File: src/hw/rtl/rpxy_pkg.sv
// Shared constants, types and state codes of the radial profile to XY core.
// No dependencies; every other file in hw/rtl but rpxy_ram uses it by scoped names.
package rpxy_pkg;

  localparam int MAX_RADIUS  = 256;
  localparam int SAMPLE_BITS = 24;
  localparam int FRAC_BITS   = 12;
  localparam int COORD_BITS  = 8;

  localparam int ADDR_BITS  = $clog2(MAX_RADIUS);
  localparam int COUNT_BITS = 9;

  // x*x + y*y, padded to an even width so the root takes it a pair at a time
  localparam int SUMSQ_BITS = 2 * COORD_BITS + 1;
  localparam int SQ_PAIRS   = (SUMSQ_BITS + 1) / 2;
  localparam int SQ_BITS    = 2 * SQ_PAIRS;

  localparam int ROOT_STEPS = SQ_PAIRS + FRAC_BITS;
  localparam int ROOT_BITS  = ROOT_STEPS;
  localparam int REM_BITS   = ROOT_BITS + 2;
  localparam int INDEX_BITS = ROOT_BITS - FRAC_BITS;

  localparam int DIFF_BITS = SAMPLE_BITS + 1;
  localparam int ACC_BITS  = SAMPLE_BITS + 2;

  localparam int SQ_STEPS  = COORD_BITS;
  localparam int MUL_STEPS = FRAC_BITS;
  localparam int STEP_BITS = $clog2(ROOT_STEPS);

  localparam logic CMD_WRITE = 1'b0;
  localparam logic CMD_QUERY = 1'b1;

  localparam logic [COUNT_BITS-1:0] COUNT_RESET = COUNT_BITS'(MAX_RADIUS);

  typedef enum logic [2:0] {
    ST_IDLE,
    ST_SQUARE,
    ST_ROOT,
    ST_CHECK,
    ST_READ0,
    ST_READ1,
    ST_MUL,
    ST_DONE
  } state_t;

  typedef struct packed {
    logic load;
    logic sq_step;
    logic rt_step;
  } radius_ctl_t;

  typedef struct packed {
    logic load_base;
    logic load_diff;
    logic step;
  } interp_ctl_t;

endpackage

File: src/hw/rtl/rpxy_interp.sv
// Interpolation unit: serial fraction-times-difference multiply, one fraction
// bit per step, LSB first, with a floor shift each step. Depends on rpxy_pkg.
module rpxy_interp (
  input  logic                                    clk,
  input  rpxy_pkg::interp_ctl_t                   ctl,
  input  logic signed [rpxy_pkg::SAMPLE_BITS-1:0] sample,
  input  logic        [rpxy_pkg::FRAC_BITS-1:0]   frac,
  output logic signed [rpxy_pkg::SAMPLE_BITS-1:0] value
);

  logic signed [rpxy_pkg::SAMPLE_BITS-1:0] base;
  logic signed [rpxy_pkg::DIFF_BITS-1:0]   diff;
  logic        [rpxy_pkg::FRAC_BITS-1:0]   f_bits;
  logic signed [rpxy_pkg::ACC_BITS-1:0]    acc;

  logic signed [rpxy_pkg::ACC_BITS-1:0] acc_sum;

  // floor((floor(a/2) + b) / 2) == floor((a + 2b) / 4): per-step arithmetic
  // shifts give the floor of the whole product over 2^FRAC_BITS
  always_comb begin
    acc_sum = acc + (f_bits[0] ? rpxy_pkg::ACC_BITS'(diff) : '0);
  end

  always_ff @(posedge clk) begin
    if (ctl.load_base) begin
      base <= sample;
      acc  <= '0;
    end else if (ctl.load_diff) begin
      diff   <= rpxy_pkg::DIFF_BITS'(sample) - rpxy_pkg::DIFF_BITS'(base);
      f_bits <= frac;
    end else if (ctl.step) begin
      acc    <= acc_sum >>> 1;
      f_bits <= {1'b0, f_bits[rpxy_pkg::FRAC_BITS-1:1]};
    end
  end

  assign value = base + acc[rpxy_pkg::SAMPLE_BITS-1:0];

endmodule

File: config.mk
export PLATFORM = sky130hd
export DESIGN_NAME = rpxy_interp
export DESIGN_NICKNAME = d
export VERILOG_FILES = /design/src/hw/rtl/rpxy_pkg.sv /design/src/hw/rtl/rpxy_interp.sv
export SDC_FILE = /design/constraint.sdc
export NUM_CORES = 1
export LEC_CHECK = 0
export CAP_MARGIN = 20
export CORE_MARGIN = 2
export CORE_UTILIZATION = 45
export CTS_BUF_LIST = sky130_fd_sc_hd__clkbuf_8
export CTS_CLUSTER_DIAMETER = 100
export DETAILED_ROUTE_END_ITERATION = 10
export DONT_BUFFER_PORTS = 1
export GPL_ROUTABILITY_DRIVEN = 0
export PLACE_DENSITY_LB_ADDON = 0.15
export SLEW_MARGIN = 20
export SYNTH_ARGS = -nofsm -noshare
export SYNTH_HDL_FRONTEND = slang
export SYNTH_SLANG_ARGS = --single-unit
File: constraint.sdc
create_clock -name clk -period 3.65 [get_ports clk]
set_clock_uncertainty 0.05 [all_clocks]
set_input_delay 0.365 -clock clk [delete_from_list [all_inputs] [get_ports clk]]
set_output_delay 0.365 -clock clk [all_outputs]
set_load 0.01 [all_outputs]
==> summary.md <==
| Metric | Value |
|---|---|
| Largest net degree at the start of global routing | 44 |
| Layout Nets | 864 |
| Synth top cells by count | 71 x ha_1, 66 x a21oi_1, 61 x edfxtp_1 |
| YS warnings | 0 |
| Die area | 0.0163 mm2 |
| WHS Path Cells | 1 |
| CTS tree | yes |
| Die Span X | about 130 um |
| Comb power frac | 0.286 |
| Synth-to-Final Area Change | 6.27% |
| Internal Dissipation | 1830 uW |
| Post-synth top area cell | edfxtp_1 |
| Detailed Route WL | 16.5 mm |
| Setup TNS | 0 ns |
| Startpoint Class | flop |
| Cell row count | 45 |
| Synth cell types | 77 |
| Drt pass-1 iters | 5 |
| PD cells | 369 mW/mm2 |
| Final Hold Fails | 0 |
| Die Y | 128 um |
| Slew @ Worst Pin | 0.915 ns |
| NetSw | just under 900 uW |
| Asr flop ratio synth | 0 |
| Syn_area_per_cell | 9.07 um2 |
| CP Capture Type | primary output |
| FF-to-FF setup slack | 0.48 ns |
| Layout cell share with drive strength beyond 1 | 0.0675 |
| Status | complete, no violations |
| CTS buffer count | 9 |
| Max_cap viols | 0 |
| Initial Util | 0.456 |
| Reg power frac | 0.443 |
| Setup WS post-layout | 0.150 ns |
| Later-pin clock latency in the skew report | ~0.38 ns |
| GRT Total Usage | 0.206 |
| Worst Hold Class | in2reg |
| WS Path Type | reg2out |
| Vias in the first global route | roughly 5300 |
| Clock group share of total power | 0.272 |
| Final Util | 0.485 |
| Vias | 5528 |
| DP HPWL | 12.8 mm |
| Vias per cell | 5.86 |
| DR top layer | met4 |
| Mapped Area | 0.00688 mm2 |
| Met3 wire length | 1.19 mm |
| Top-count cell post-synth | ha_1 |
| R2R cell count | 10 |
| Max-slew violations | 0 |
| Residual DRC | 0 |
| Worst r2r dst | acc[20] |
| Synth top area cells | edfxtp_1 27%, ha_1 13%, dfxtp_1 7.3%, a21oi_1 4.8%, xnor2_1 3.6% |
| Sw Ratio | 0.322 |
| Metal2 WL | 7.01 mm |
| IO Count | 64 |
| Crit-path max FO | 4 |
| Top FF cell, synth | edfxtp_1 |
| Hold Crit Start | ctl[2] |
| Final setup viols | 0 |
| Wl on met1 | ~8.0 mm |
| Antenna Cells | 0 |
| Final min period | 3.50 ns |
| Sequential area share after synthesis | 0.339 |
| Cells after Synth | 759 |
| VDD IR max | about 0.22 mV |
| Hold Path End | acc[4] |
| Clk buf depth | 2 |
| Initial drt markers | 261 |
| Lkg Pwr | about 0.003 uW |
| R2r startpoint | f_bits[0] |
| Seq cells post-synth | 86 |
| First-pass GRT wire length | between 20 and 30 mm |
| # clock sinks | 86 |
| Number of buffers added on ports | 0 |
| CP Data Arrival Time | 3.09 ns |
| RSZ-0062 raised after global routing | no |
| Worst slew margin | 0.388 |
| Post-synth top area share | 0.266 |
| Worst-path clk slew | 0.09 ns |
| DR WL/cell | 17.5 um |
| PnR Total Power | 2700 uW |
| H-tree levels | 3 |
| Crit path required time | 3.23 ns |
| Clk root buf | clkbuf_8 |
| Post-synth EDFFs | 61 |
| Final ANT Viol Nets | 0 |
| Net count after synthesis | 873 |
| Initial antenna violation count | 0 |
| Dpl ws | 0.370 ns |
| GRT Residual Overflow | 0 |
| Final period utilization | 0.959 |
| Maximum clock rate | around 290 MHz |
| Core area | 0.0151 mm2 |
## cells in the final DEF (no fill, tap or decap), types with 5 or more instances in the layout
cell      netlist  layout
ha_1           71      71
a21oi_1        66      65
edfxtp_1       61      61
inv_1          52      54
nand2_1        53      52
nor2_1         50      50
o21ai_0        48      48
and2_1         29      29
xnor2_1        28      28
a21o_1         25      25
dfxtp_1        25      25
xor2_1         20      20
nor3_1         16      16
nor2b_1        17      16
o21a_1         15      15
nand3_1        14      14
a31oi_1        12      12
mux2_2         12      12
clkbuf_8        0      12
a211oi_1        8       8
o211ai_1        8       8
nand4_1         7       7
nand2b_1        6       6
o21bai_1        6       6
a21oi_2         4       5
## registers in the layout, summed over array words and instances (netlist names)
register and cells:
acc 25, base 24, diff 25, f_bits 12
## layer usage
metal	up-vias	track usage
met5	-	0
met4	0	0.0711
met3	19	0.0363
met2	171	0.310
met1	2558	0.298
li1	2780	-
## kinds of logic after synthesis
family	count (synthesis)	share of synthesized area
AO/OA/AOI/OAI	248	0.244
XOR/XNOR	48	0.0611
adder cells (fa/ha/maj)	74	0.138
buffers and inverters	77	0.0424
flip-flops	86	0.339
multiplexers	15	0.0240
AND/OR/NAND/NOR	211	0.152
## layout make-up
class | count | area [um2]
Clock inverter | 4 | 46.3
Clock buffer | 12 | 165
Multi-Input combinational cell | 596 | 4300
Sequential cell | 86 | 2330
Timing Repair Buffer | 5 | 42.5
Inverter | 52 | 195
Tap cell | 188 | 235
Fill cell | 1435 | 7780
## critical path, stage by stage (launching register included)
cell and delay, ns:
edfxtp_1 0.42, ha_1 0.25, fa_1 0.43, a21oi_2 0.21, o211a_1 0.21, o21ai_2 0.11, a311o_2 0.44, o31ai_4 0.24
nand2_2 0.12, o311ai_4 0.27
## worst max-delay path by stage
stage,from,endpoint
after floorplan,base[0],value[22]
after global placement,base[0],value[22]
after detailed placement,base[0],value[22]
after CTS,base[0],value[22]
after global routing,base[0],value[22]
final,base[0],value[22]
## per-stage QoR
step / hold slack (ns) / instance area, um2 / instances
6_report: 0.00633 / 7310 / 943
5_1_grt: 0.000543 / 7310 / 943
4_1_cts: 0.00000749 / 7280 / 942
3_5_place_dp: 0.405 / 7040 / 925
3_3_place_gp: 0.406 / 7040 / 925
2_1_floorplan: 0.399 / 6880 / 759
## power groups by stage
| stage | combinational [uW] | sequential, uW | clock, uW |
|---|---|---|---|
| 5_1_grt | 867 | 1200 | 772 |
| 2_1_floorplan | 624 | 1190 | 0 |
| 4_1_cts | 765 | 1200 | 743 |
| 3_5_place_dp | 754 | 1220 | 0 |
| 6_report | 772 | 1200 | 733 |
| 3_3_place_gp | 736 | 1220 | 0 |
## timing repair
action | in CTS | in global routing
pin swaps | 0 | 2
buffers inserted | 0 | 0
endpoints found under the setup margin | 2 | 3
hold buffers | 1 | 1
resized for setup | 2 | 3
hold endpoints to repair | 1 | 1
Note: power is estimated with default switching activity, not from simulation.
