`src/hw/rtl/rpxy_pkg.sv`:
```
// Shared constants, types and state codes of the radial profile to XY core.
// No dependencies; every other file in hw/rtl but rpxy_ram uses it by scoped names.
package rpxy_pkg;

  localparam int MAX_RADIUS  = 256;
  localparam int SAMPLE_BITS = 24;
  localparam int FRAC_BITS   = 12;
  localparam int COORD_BITS  = 8;

  localparam int ADDR_BITS  = $clog2(MAX_RADIUS);
  localparam int COUNT_BITS = 9;

  // x*x + y*y, padded to an even width so the root takes it a pair at a time
  localparam int SUMSQ_BITS = 2 * COORD_BITS + 1;
  localparam int SQ_PAIRS   = (SUMSQ_BITS + 1) / 2;
  localparam int SQ_BITS    = 2 * SQ_PAIRS;

  localparam int ROOT_STEPS = SQ_PAIRS + FRAC_BITS;
  localparam int ROOT_BITS  = ROOT_STEPS;
  localparam int REM_BITS   = ROOT_BITS + 2;
  localparam int INDEX_BITS = ROOT_BITS - FRAC_BITS;

  localparam int DIFF_BITS = SAMPLE_BITS + 1;
  localparam int ACC_BITS  = SAMPLE_BITS + 2;

  localparam int SQ_STEPS  = COORD_BITS;
  localparam int MUL_STEPS = FRAC_BITS;
  localparam int STEP_BITS = $clog2(ROOT_STEPS);

  localparam logic CMD_WRITE = 1'b0;
  localparam logic CMD_QUERY = 1'b1;

  localparam logic [COUNT_BITS-1:0] COUNT_RESET = COUNT_BITS'(MAX_RADIUS);

  typedef enum logic [2:0] {
    ST_IDLE,
    ST_SQUARE,
    ST_ROOT,
    ST_CHECK,
    ST_READ0,
    ST_READ1,
    ST_MUL,
    ST_DONE
  } state_t;

  typedef struct packed {
    logic load;
    logic sq_step;
    logic rt_step;
  } radius_ctl_t;

  typedef struct packed {
    logic load_base;
    logic load_diff;
    logic step;
  } interp_ctl_t;

endpackage

```
`src/hw/rtl/rpxy_radius.sv`:
```
// Pixel radius unit: bit-serial sum of squares, then a restoring square root
// that retires one root bit per step. Depends on rpxy_pkg.
module rpxy_radius (
  input  logic                             clk,
  input  rpxy_pkg::radius_ctl_t            ctl,
  input  logic [rpxy_pkg::COORD_BITS-1:0]  pixel_x,
  input  logic [rpxy_pkg::COORD_BITS-1:0]  pixel_y,
  output logic [rpxy_pkg::ROOT_BITS-1:0]   root
);

  logic [rpxy_pkg::SUMSQ_BITS-1:0] x_mult, y_mult;
  logic [rpxy_pkg::COORD_BITS-1:0] x_bits, y_bits;
  logic [rpxy_pkg::SQ_BITS-1:0]    sq;
  logic [rpxy_pkg::REM_BITS-1:0]   rem;
  logic [rpxy_pkg::ROOT_BITS-1:0]  root_q;

  logic [rpxy_pkg::SUMSQ_BITS-1:0] x_part, y_part, sq_sum;
  logic [rpxy_pkg::REM_BITS-1:0]   rem_sh, trial;
  logic                            fits;

  always_comb begin
    x_part = x_bits[0] ? x_mult : '0;
    y_part = y_bits[0] ? y_mult : '0;
    sq_sum = sq[rpxy_pkg::SUMSQ_BITS-1:0] + x_part + y_part;
    // bring down the next pair of the radicand; the low bits are the
    // fraction zeros shifted in behind it
    rem_sh = {rem[rpxy_pkg::REM_BITS-3:0], sq[rpxy_pkg::SQ_BITS-1 -: 2]};
    trial  = {root_q, 2'b01};
    fits   = (rem_sh >= trial);
  end

  always_ff @(posedge clk) begin
    if (ctl.load) begin
      x_mult <= rpxy_pkg::SUMSQ_BITS'(pixel_x);
      y_mult <= rpxy_pkg::SUMSQ_BITS'(pixel_y);
      x_bits <= pixel_x;
      y_bits <= pixel_y;
      sq     <= '0;
      rem    <= '0;
      root_q <= '0;
    end else if (ctl.sq_step) begin
      x_mult <= {x_mult[rpxy_pkg::SUMSQ_BITS-2:0], 1'b0};
      y_mult <= {y_mult[rpxy_pkg::SUMSQ_BITS-2:0], 1'b0};
      x_bits <= {1'b0, x_bits[rpxy_pkg::COORD_BITS-1:1]};
      y_bits <= {1'b0, y_bits[rpxy_pkg::COORD_BITS-1:1]};
      sq     <= rpxy_pkg::SQ_BITS'(sq_sum);
    end else if (ctl.rt_step) begin
      sq <= {sq[rpxy_pkg::SQ_BITS-3:0], 2'b00};
      if (fits) begin
        rem    <= rem_sh - trial;
        root_q <= {root_q[rpxy_pkg::ROOT_BITS-2:0], 1'b1};
      end else begin
        rem    <= rem_sh;
        root_q <= {root_q[rpxy_pkg::ROOT_BITS-2:0], 1'b0};
      end
    end
  end

  assign root = root_q;

endmodule

```
`config.mk`:
```
export PLATFORM = sky130hd
export DESIGN_NAME = rpxy_radius
export DESIGN_NICKNAME = d
export VERILOG_FILES = /design/src/hw/rtl/rpxy_pkg.sv /design/src/hw/rtl/rpxy_radius.sv
export SDC_FILE = /design/constraint.sdc
export NUM_CORES = 1
export LEC_CHECK = 0
export BUFFER_PORTS_ARGS = -buffer_cell sky130_fd_sc_hd__buf_2
export CAP_MARGIN = 20
export CORE_MARGIN = 5
export CORE_UTILIZATION = 60
export CTS_CLUSTER_SIZE = 8
export DETAILED_ROUTE_END_ITERATION = 12
export GPL_TIMING_DRIVEN = 0
export PLACE_DENSITY = 0.86
export REMOVE_ABC_BUFFERS = 1
export SLEW_MARGIN = 15
export SYNTH_ARGS = -nofsm -noshare
export SYNTH_HDL_FRONTEND = slang
export SYNTH_SLANG_ARGS = --single-unit
```
`constraint.sdc`:
```
create_clock -name clk -period 5.55 [get_ports clk]
set_input_delay 1.3875 -clock clk [delete_from_list [all_inputs] [get_ports clk]]
set_output_delay 1.3875 -clock clk [all_outputs]
set_load 0.05 [all_outputs]
```
==> results of run 1 <==
## flip-flops by register name (all words and copies together), names as in the netlist
| signal | count |
|---|---|
| rem | 21 |
| x_mult | 17 |
| root | 21 |
| x_bits | 8 |
| y_mult | 17 |
| sq | 18 |
| y_bits | 8 |
## how the worst max path moves through the flow
stage	start	endpoint	cells after the start
CTS	ctl[1]	rem[17]	6
finish	ctl[1]	rem[17]	6
global route	ctl[1]	rem[17]	6
global placement	ctl[1]	rem[14]	5
detailed placement	ctl[1]	rem[17]	6
floorplan	ctl[1]	rem[17]	4
## kinds of logic (layout without fill, tap and decap cells)
family,Yosys count,after routing,synth area share
and+or+nand+nor,255,255,0.1808
AOI/OAI and AO/OA,198,198,0.1940
DFF,110,110,0.3686
buffers and inverters,97,115,0.05430
adders and majority gates,55,55,0.1192
xor gates and xnor gates,30,30,0.03839
muxes,30,30,0.04479
## metrics by stage
stage | instance area, µm² | std cells | total power, mW
after global routing | 7452 | 936 | 3.641
after floorplan | 6686 | 735 | 2.262
final | 7452 | 936 | 3.417
after detailed placement | 7126 | 920 | 2.683
after global placement | 7066 | 918 | 2.615
after CTS | 7452 | 936 | 3.399
## final cells by class
type / count / area, µm² / area share
clock inverters: 7 / 101.3 / 0.01360
well taps: 143 / 178.9 / 0.02401
flip-flops and latches: 110 / 2522 / 0.3385
inverters: 57 / 214.0 / 0.02871
clock buffers: 9 / 225.2 / 0.03022
repair buffers: 42 / 250.2 / 0.03358
multi-input cells: 568 / 3960 / 0.5314
## Yosys cell counts, types with 4 or more instances
| cell | count | share of area |
|---|---|---|
| a21o_1 | 11 | 0.012 |
| a21oi_1 | 43 | 0.031 |
| nor2b_1 | 15 | 0.014 |
| o211ai_1 | 12 | 0.013 |
| buf_1 | 6 | 0.0033 |
| nand3b_1 | 10 | 0.011 |
| or3_1 | 4 | 0.0037 |
| o21a_1 | 6 | 0.0066 |
| and3_1 | 6 | 0.0055 |
| mux2i_1 | 25 | 0.037 |
| edfxtp_1 | 32 | 0.14 |
| a211oi_1 | 27 | 0.030 |
| nand3_1 | 16 | 0.012 |
| inv_1 | 57 | 0.031 |
| mux2_2 | 5 | 0.0082 |
| a2111oi_0 | 5 | 0.0064 |
| fa_1 | 17 | 0.050 |
| nand2b_1 | 7 | 0.0064 |
| dfxtp_1 | 78 | 0.23 |
| clkbuf_1 | 33 | 0.018 |
| a31oi_1 | 6 | 0.0055 |
| nor3_1 | 10 | 0.0073 |
| o21ai_0 | 47 | 0.034 |
| a311oi_1 | 9 | 0.012 |
| and2_1 | 35 | 0.032 |
| ha_1 | 38 | 0.069 |
| xor2_1 | 10 | 0.013 |
| nand2_1 | 74 | 0.041 |
| o311a_1 | 4 | 0.0059 |
| or2_2 | 4 | 0.0037 |
| nor2_1 | 65 | 0.036 |
| xnor2_1 | 20 | 0.026 |
## layer usage
layer  vias up  wire length [µm]  share of wire  track usage
met2       134              7725           0.52       0.4042
met3        20               694          0.046      0.05501
met1      2644              6368           0.42       0.2802
met4         0               209          0.014      0.06116
li1       2757                 -              -            -
met5         -                 0              0            0
## worst max-delay path: cells and delay by family
family / cells / cell delay, ns
AOI/OAI and AO/OA: 2 / 0.48
buffers and inverters: 2 / 1.12
and+or+nand+nor: 2 / 0.89
## power by group
group	switching, mW	internal [mW]	leakage [nW]	total (mW)
sequential	0.0799	0.928	0.970	1.01
clock	0.314	0.403	0.160	0.716
combinational	1.07	0.622	1.98	1.69
total	1.46	1.95	3.11	3.42
==> flow_summary.ini, run 1 <==
[outcome]
outcome = finished clean

[timing]
worst_slack_ns = 1.849
worstMarginPinSlew_ns = 1.063
rsz0062_at_grt = false
final_hold_viol_count = 0
finalSetupViolations = 0
final.setup.tns_ns = 0
finalMaxSlewViolations = 0
maxSlewHeadroom = 0.2911
clock.fmax_ghz = 0.2702
min_period_ns = 3.701
fin_skew_ns = 0.005801
finalCritPeriodShare = 0.6668
whs_ns = 0.4759

[grt]
gr-total-overflow = 0
grt_max_degree = 69
track_usage = 0.2289
grt_pass1_wl_um = 25140
antenna_found_initial = 0
grt_pass1_vias = 5359

[detailed_routing]
routedWlPerCell_um = 16.02
post-route-drc-count = 0
dr.pass1.iters = 5
ant_nets = 0
vias = 5555
drt-total-wl_um = 15000
via_per_inst = 5.935
drt_iter0_markers = 334

[setup_path]
critPathSlowestCell = buf_2
rr_worst_depth = 13
crit_fanout = 48
crit_path_cell_trace = buf_2 > inv_1 > nand2_2 > nor2_1 > o21ai_0 > o21ai_0
crit_path_end_kind = flop
path_class = in2reg
r2r_slack_ns = 2.01
start_kind = primary input
worstPathRequired_ns = 5.77
r2r-start = x_bits[0]
cpMostUsedCell = o21ai_0
cp_data_arrival_time_ns = 3.92
worstReg2RegEnd = sq[15]
max_stage_delay_ns = 0.78

[die]
die_area_mm2 = 0.01364
ios = 41
core_area_mm2 = 0.01132
die_w_um = 116.8
start_util = 0.6046
placementRows = 39
die-height_um = 116.8

[clock_network]
clock_latency_ns = 0.36
clock-sinks = 110
holdBufCountCts = 0
clk_pin_slew_ns = 0.07
clockBufferDepth = 2
post-cts-setup-buffers = 0
cts_resized = 0
numCtsBuffers = 9
h-tree-depth = 3
root_buffer = clkbuf_16
cts_tree = built

[yosys]
synth-edff-count = 32
avgSynthCellArea_um2 = 8.831
synth_cells = 775
synth_area_mm2 = 0.006844
synth-seq-cells = 110
ys_seq_area_frac = 0.3686
ys.flop_type = dfxtp_1
synth_cell_types = 58
ys_async_sr_fraction = 0
ys_warn_count = 0

[finish]
diodes = 0
most-common-layout-cells = 78 x dfxtp_1, 73 x nand2_1, 65 x nor2_1
layout_commonest_cell = dfxtp_1
post-route-util = 0.6583
fillers = 910
drive_gt1_frac = 0.09962
nNetsFinal = 863
syn_to_final_growth_pct = 8.885

[place]
routabilityCongestion = 0.9223
dp_slack_ns = 1.493
port_buffers = 40
hpwl_um = 10450

[run]
maxCapViolCount = 0

[power]
ir_drop_uv = 515.7
p_leak_nw = 3.112
powerDensity_mw_per_mm2 = 458.5

[min_path]
min-delay-start = root[20]
hold_class = reg2reg
hold_depth = 2
hold_end = root[20]
Power figures use the tool's default switching activity.
==> run 2: changes to the inputs <==
--- a/config.mk
+++ b/config.mk
@@ -8,11 +8,11 @@
 export BUFFER_PORTS_ARGS = -buffer_cell sky130_fd_sc_hd__buf_2
 export CAP_MARGIN = 20
 export CORE_MARGIN = 5
-export CORE_UTILIZATION = 60
+export CORE_UTILIZATION = 56
 export CTS_CLUSTER_SIZE = 8
 export DETAILED_ROUTE_END_ITERATION = 12
 export GPL_TIMING_DRIVEN = 0
-export PLACE_DENSITY = 0.86
+export PLACE_DENSITY = 0.84
 export REMOVE_ABC_BUFFERS = 1
 export SLEW_MARGIN = 15
 export SYNTH_ARGS = -nofsm -noshare
==> constraint.sdc (replaced) <==
create_clock -name clk -period 3.05 [get_ports clk]
set_input_delay 0.7625 -clock clk [delete_from_list [all_inputs] [get_ports clk]]
set_output_delay 0.7625 -clock clk [all_outputs]
set_load 0.05 [all_outputs]
==> flow_summary.ini, run 2 (synthesis gave the netlist of run 1 again) <==
[outcome]
outcome = finished, violations left
violations = setup timing

[setup_path]
cpMostUsedCell = a31oi_1
rr_worst_depth = 11
r2r_slack_ns = -0.03
path_class = reg2reg
critPathSlowestCell = fa_1
crit_path_cell_trace = buf_6 > buf_4 > and2_1 > fa_1 > ha_4 > and3_1 > o211ai_1 > a31oi_1 > a31oi_1 > xor2_1 > a211oi_1
crit_path_end_kind = flop
path_depth = 11
worstReg2RegEnd = sq[15]
crit_buf_inv = 2
cp_top_family = adder cells
r2r-start = x_bits[0]
max_stage_delay_ns = 0.50
crit_fanout = 8
cp_data_arrival_time_ns = 3.36
worstPathRequired_ns = 3.33
start_kind = flop

[timing]
finalCritPeriodShare = 1.009
fin_skew_ns = 0.006012
worst_slack_ns = -0.02614
finalMaxSlewViolations = 0
maxSlewHeadroom = 0.4792
final_hold_viol_count = 0
clock.fmax_ghz = 0.3251
min_period_ns = 3.076
finalSetupViolations = 1
rsz0062_at_grt = true
worstMarginPinSlew_ns = 0.7812

[detailed_routing]
drt-total-wl_um = 15280
drt_iter0_markers = 480
via_per_inst = 5.915
vias = 5625
dr.pass1.iters = 5
ant_nets = 0
post-route-drc-count = 0
routedWlPerCell_um = 16.06

[clock_network]
root_buffer = clkbuf_16
clk_pin_slew_ns = 0.07
h-tree-depth = 3
cts_tree = built
holdBufCountCts = 0
numCtsBuffers = 9
clock_latency_ns = 0.37
clockBufferDepth = 2
clock-sinks = 110

[grt]
antenna_found_initial = 0
grt_pass1_vias = 5241
track_usage = 0.2029
grt_pass1_wl_um = 24460
grt_max_degree = 68
gr-total-overflow = 0

[finish]
layout_commonest_cell = dfxtp_1
most-common-layout-cells = 78 x dfxtp_1, 72 x nand2_1, 65 x nor2_1
nNetsFinal = 874
stdcell_area_mm2 = 0.007729
drive_gt1_frac = 0.1443
stdcell_count = 951
syn_to_final_growth_pct = 12.93
diodes = 0

[die]
die_area_mm2 = 0.01453
ios = 41
start_util = 0.5698
core_area_mm2 = 0.01201
placementRows = 40
die-height_um = 120.6
die_w_um = 120.6

[power]
ir_drop_uv = 703.0
p_leak_nw = 3.158
powerDensity_mw_per_mm2 = 818.2
power.total_mw = 6.323

[place]
postPlaceCellArea_mm2 = 0.007138
routabilityCongestion = 0.9204
hpwl_um = 9714
place_inst = 924
port_buffers = 40

[min_path]
min-delay-start = root[20]
hold_depth = 2
hold_end = root[20]
hold_class = reg2reg

[run]
maxCapViolCount = 0
## run 2: changes by cell type in the layout (fill, tap and decap cells not counted), moves of 3 or more
cell | previous run | this run
buf_4 | 1 | 9
a21oi_4 | 1 | 5
and2_4 | 0 | 3
and2_1 | 35 | 32
a21oi_1 | 43 | 40
ha_4 | 0 | 6
buf_6 | 0 | 4
ha_1 | 38 | 29
ha_2 | 0 | 3
## run 2: worst max-delay path by stage
stage                    from      end  slack (ns)
finish              x_bits[0]   sq[15]       -0.03
global route        y_bits[0]   sq[15]       -0.16
CTS                 x_bits[0]   sq[16]      0.0003
detailed placement     ctl[1]  rem[20]       -0.40
global placement       ctl[1]  rem[17]       -1.59
floorplan              ctl[1]  rem[17]       -0.01
## run 2: area by class of cell
| cell class | count | area (µm²) |
|---|---|---|
| Multi-Input combinational cell | 568 | 4151 |
| Timing Repair Buffer | 53 | 357.8 |
| Sequential cell | 110 | 2522 |
| Clock inverter | 6 | 70.07 |
| Fill cell | 964 | 4283 |
| Clock buffer | 10 | 229.0 |
| Tap cell | 147 | 183.9 |
| Inverter | 57 | 214.0 |
## run 2: tightest hold or removal path, delay by kind of cell (launching register included)
kind	cells	cell delay, ns
compound gates	1	0.05
simple gates	1	0.05
flops	1	0.32
## run 2: metrics by stage
| stage | hold slack [ns] | setup TNS [ns] | setup slack (ns) | util |
|---|---|---|---|---|
| after floorplan | 0.4602 | -0.02881 | -0.01305 | - |
| after global placement | 0.4532 | -72.21 | -1.592 | 0.5886 |
| after detailed placement | 0.4602 | -3.585 | -0.3994 | 0.5943 |
| after CTS | 0.4697 | 0 | 0.0002922 | 0.6245 |
| after global routing | 0.5025 | -0.4233 | -0.1622 | 0.6434 |
| final | 0.4654 | -0.02614 | -0.02614 | 0.6434 |
## run 2: routing by layer
metal  part of all wire  GRT usage
met2               0.50     0.3584
met4              0.016    0.05241
met3              0.045    0.04256
met1               0.44     0.2524
met5                  0          0
## run 2: power by group
group	switching (mW)	total (mW)	leakage, nW	internal [mW]
logic	2.05	3.29	2.04	1.24
registers	0.137	1.83	0.970	1.69
clock network	0.561	1.21	0.144	0.644
## run 2: repair_timing
action / 4_1_cts / 5_1_grt
setup endpoints to repair: 9 / 21
buffers inserted: 6 / 4
cloned: 0 / 1
pin swaps: 4 / 16
gates resized for setup: 3 / 39
==> run 3: changes to the inputs <==
--- a/config.mk
+++ b/config.mk
@@ -8,11 +8,11 @@
 export BUFFER_PORTS_ARGS = -buffer_cell sky130_fd_sc_hd__buf_2
 export CAP_MARGIN = 20
 export CORE_MARGIN = 5
-export CORE_UTILIZATION = 56
+export CORE_UTILIZATION = 55
 export CTS_CLUSTER_SIZE = 8
 export DETAILED_ROUTE_END_ITERATION = 12
 export GPL_TIMING_DRIVEN = 0
-export PLACE_DENSITY = 0.84
+export PLACE_DENSITY = 0.83
 export REMOVE_ABC_BUFFERS = 1
 export SLEW_MARGIN = 15
 export SYNTH_ARGS = -nofsm -noshare
==> flow_summary.ini, run 3 (synthesis gave the netlist of run 1 again) <==
[outcome]
outcome = finished, violations left
violations = setup timing

[die]
die_area_mm2 = 0.01477
placementRows = 40
die-height_um = 121.6
start_util = 0.5651
ios = 41
die_w_um = 121.6
core_area_mm2 = 0.01211

[setup_path]
start_kind = flop
cp_data_arrival_time_ns = 3.40
worstPathRequired_ns = 3.32
path_class = reg2reg
crit_path_end_kind = flop
crit_fanout = 4

[detailed_routing]
drt-total-wl_um = 14880
dr.pass1.iters = 6
vias = 5550
drt_iter0_markers = 480
ant_nets = 0
post-route-drc-count = 0
via_per_inst = 5.698
routedWlPerCell_um = 15.28

[timing]
final_hold_viol_count = 0
final.setup.tns_ns = -0.1478
maxSlewHeadroom = 0.4821
finalCritPeriodShare = 1.024
min_period_ns = 3.122
whs_ns = 0.4723
finalSetupViolations = 4
fin_skew_ns = 0.009049
worstMarginPinSlew_ns = 0.7768
rsz0062_at_grt = true
worst_slack_ns = -0.07221
clock.fmax_ghz = 0.3203
finalMaxSlewViolations = 0

[clock_network]
h-tree-depth = 3
cts_tree = built
clk_pin_slew_ns = 0.07
root_buffer = clkbuf_16
clock_latency_ns = 0.36
clock-sinks = 110
numCtsBuffers = 9
clockBufferDepth = 2

[finish]
drive_gt1_frac = 0.1452
stdcell_area_mm2 = 0.007752
nNetsFinal = 876
layout_commonest_cell = dfxtp_1
post-route-util = 0.6401
diodes = 0
most-common-layout-cells = 78 x dfxtp_1, 73 x nand2_1, 65 x nor2_1
syn_to_final_growth_pct = 13.27
stdcell_count = 974

[power]
combPwrFrac = 0.522
internal_power_mw = 3.526
p_leak_nw = 3.162
powerDensity_mw_per_mm2 = 805.0
pwr-share-seq = 0.292
power.total_mw = 6.241
netSwitchingPower_mw = 2.715
ir_drop_uv = 804.6
clkPwrFrac = 0.186
switching_share = 0.4350

[min_path]
hold_class = reg2reg

[grt]
grt_pass1_vias = 5133
gr-total-overflow = 0
grt_max_degree = 79
track_usage = 0.1990
grt_pass1_wl_um = 24070
antenna_found_initial = 0

[place]
hpwl_um = 9658
routabilityCongestion = 0.8952
dp_slack_ns = -0.4173
port_buffers = 40
postPlaceCellArea_mm2 = 0.007157
place_inst = 945

[run]
maxCapViolCount = 0
[run 3: changes by cell type in the layout (fill, tap and decap cells not counted), sizes merged]
cell      previous run  this run
bufinv               1         0
clkinvlp             1         0
clkinv               2         4
buf                 53        55
[run 3: timing repair]
action	4_1_cts	5_1_grt
resized for setup	3	34
cloned	0	1
pin swaps	1	22
buffers inserted	4	8
hold buffers	0	0
endpoints found under the setup margin	10	22
[run 3: final timing paths]
| kind | startpoint | endpoint | slack, ns | depth (start not counted) |
|---|---|---|---|---|
| setup / recovery | x_bits[0] | sq[15] | -0.07 | 11 |
| hold / removal | root[20] | root[20] | 0.47 | 2 |
| setup reg to reg | x_bits[0] | sq[15] | -0.07 | 11 |
| hold reg to reg | root[20] | root[20] | 0.47 | 2 |
[run 3: power groups by stage]
stage | Combinational [mW] | Sequential [mW] | Clock [mW]
2_1_floorplan | 2.29 | 1.83 | 0
3_3_place_gp | 2.94 | 1.85 | 0
3_5_place_dp | 2.99 | 1.86 | 0
4_1_cts | 3.03 | 1.82 | 1.18
5_1_grt | 3.61 | 1.84 | 1.25
6_report | 3.26 | 1.82 | 1.16
[run 3: critical path: stages, from the launching register on]
cell,delay (ns)
edfxtp_1,0.47
and2_1,0.22
fa_1,0.56
inv_1,0.08
fa_2,0.42
nor2b_4,0.13
o31a_1,0.25
o211ai_1,0.19
a31oi_2,0.24
a31oi_1,0.12
xor2_1,0.17
a211oi_1,0.19
[run 3: metal layers]
layer,part of all wire,GRT usage
met1,0.45,0.2673
met4,0.015,0.05322
met3,0.044,0.04225
met5,0,0
met2,0.49,0.3271
[run 3: layout make-up]
class	instances	area (µm²)
fill	1015	4359
multi-input combinational	568	4156
sequential	110	2522
timing repair buffer	55	355.3
clock buffer	10	239.0
inverter	57	214.0
tap	168	210.2
clock inverter	6	55.05
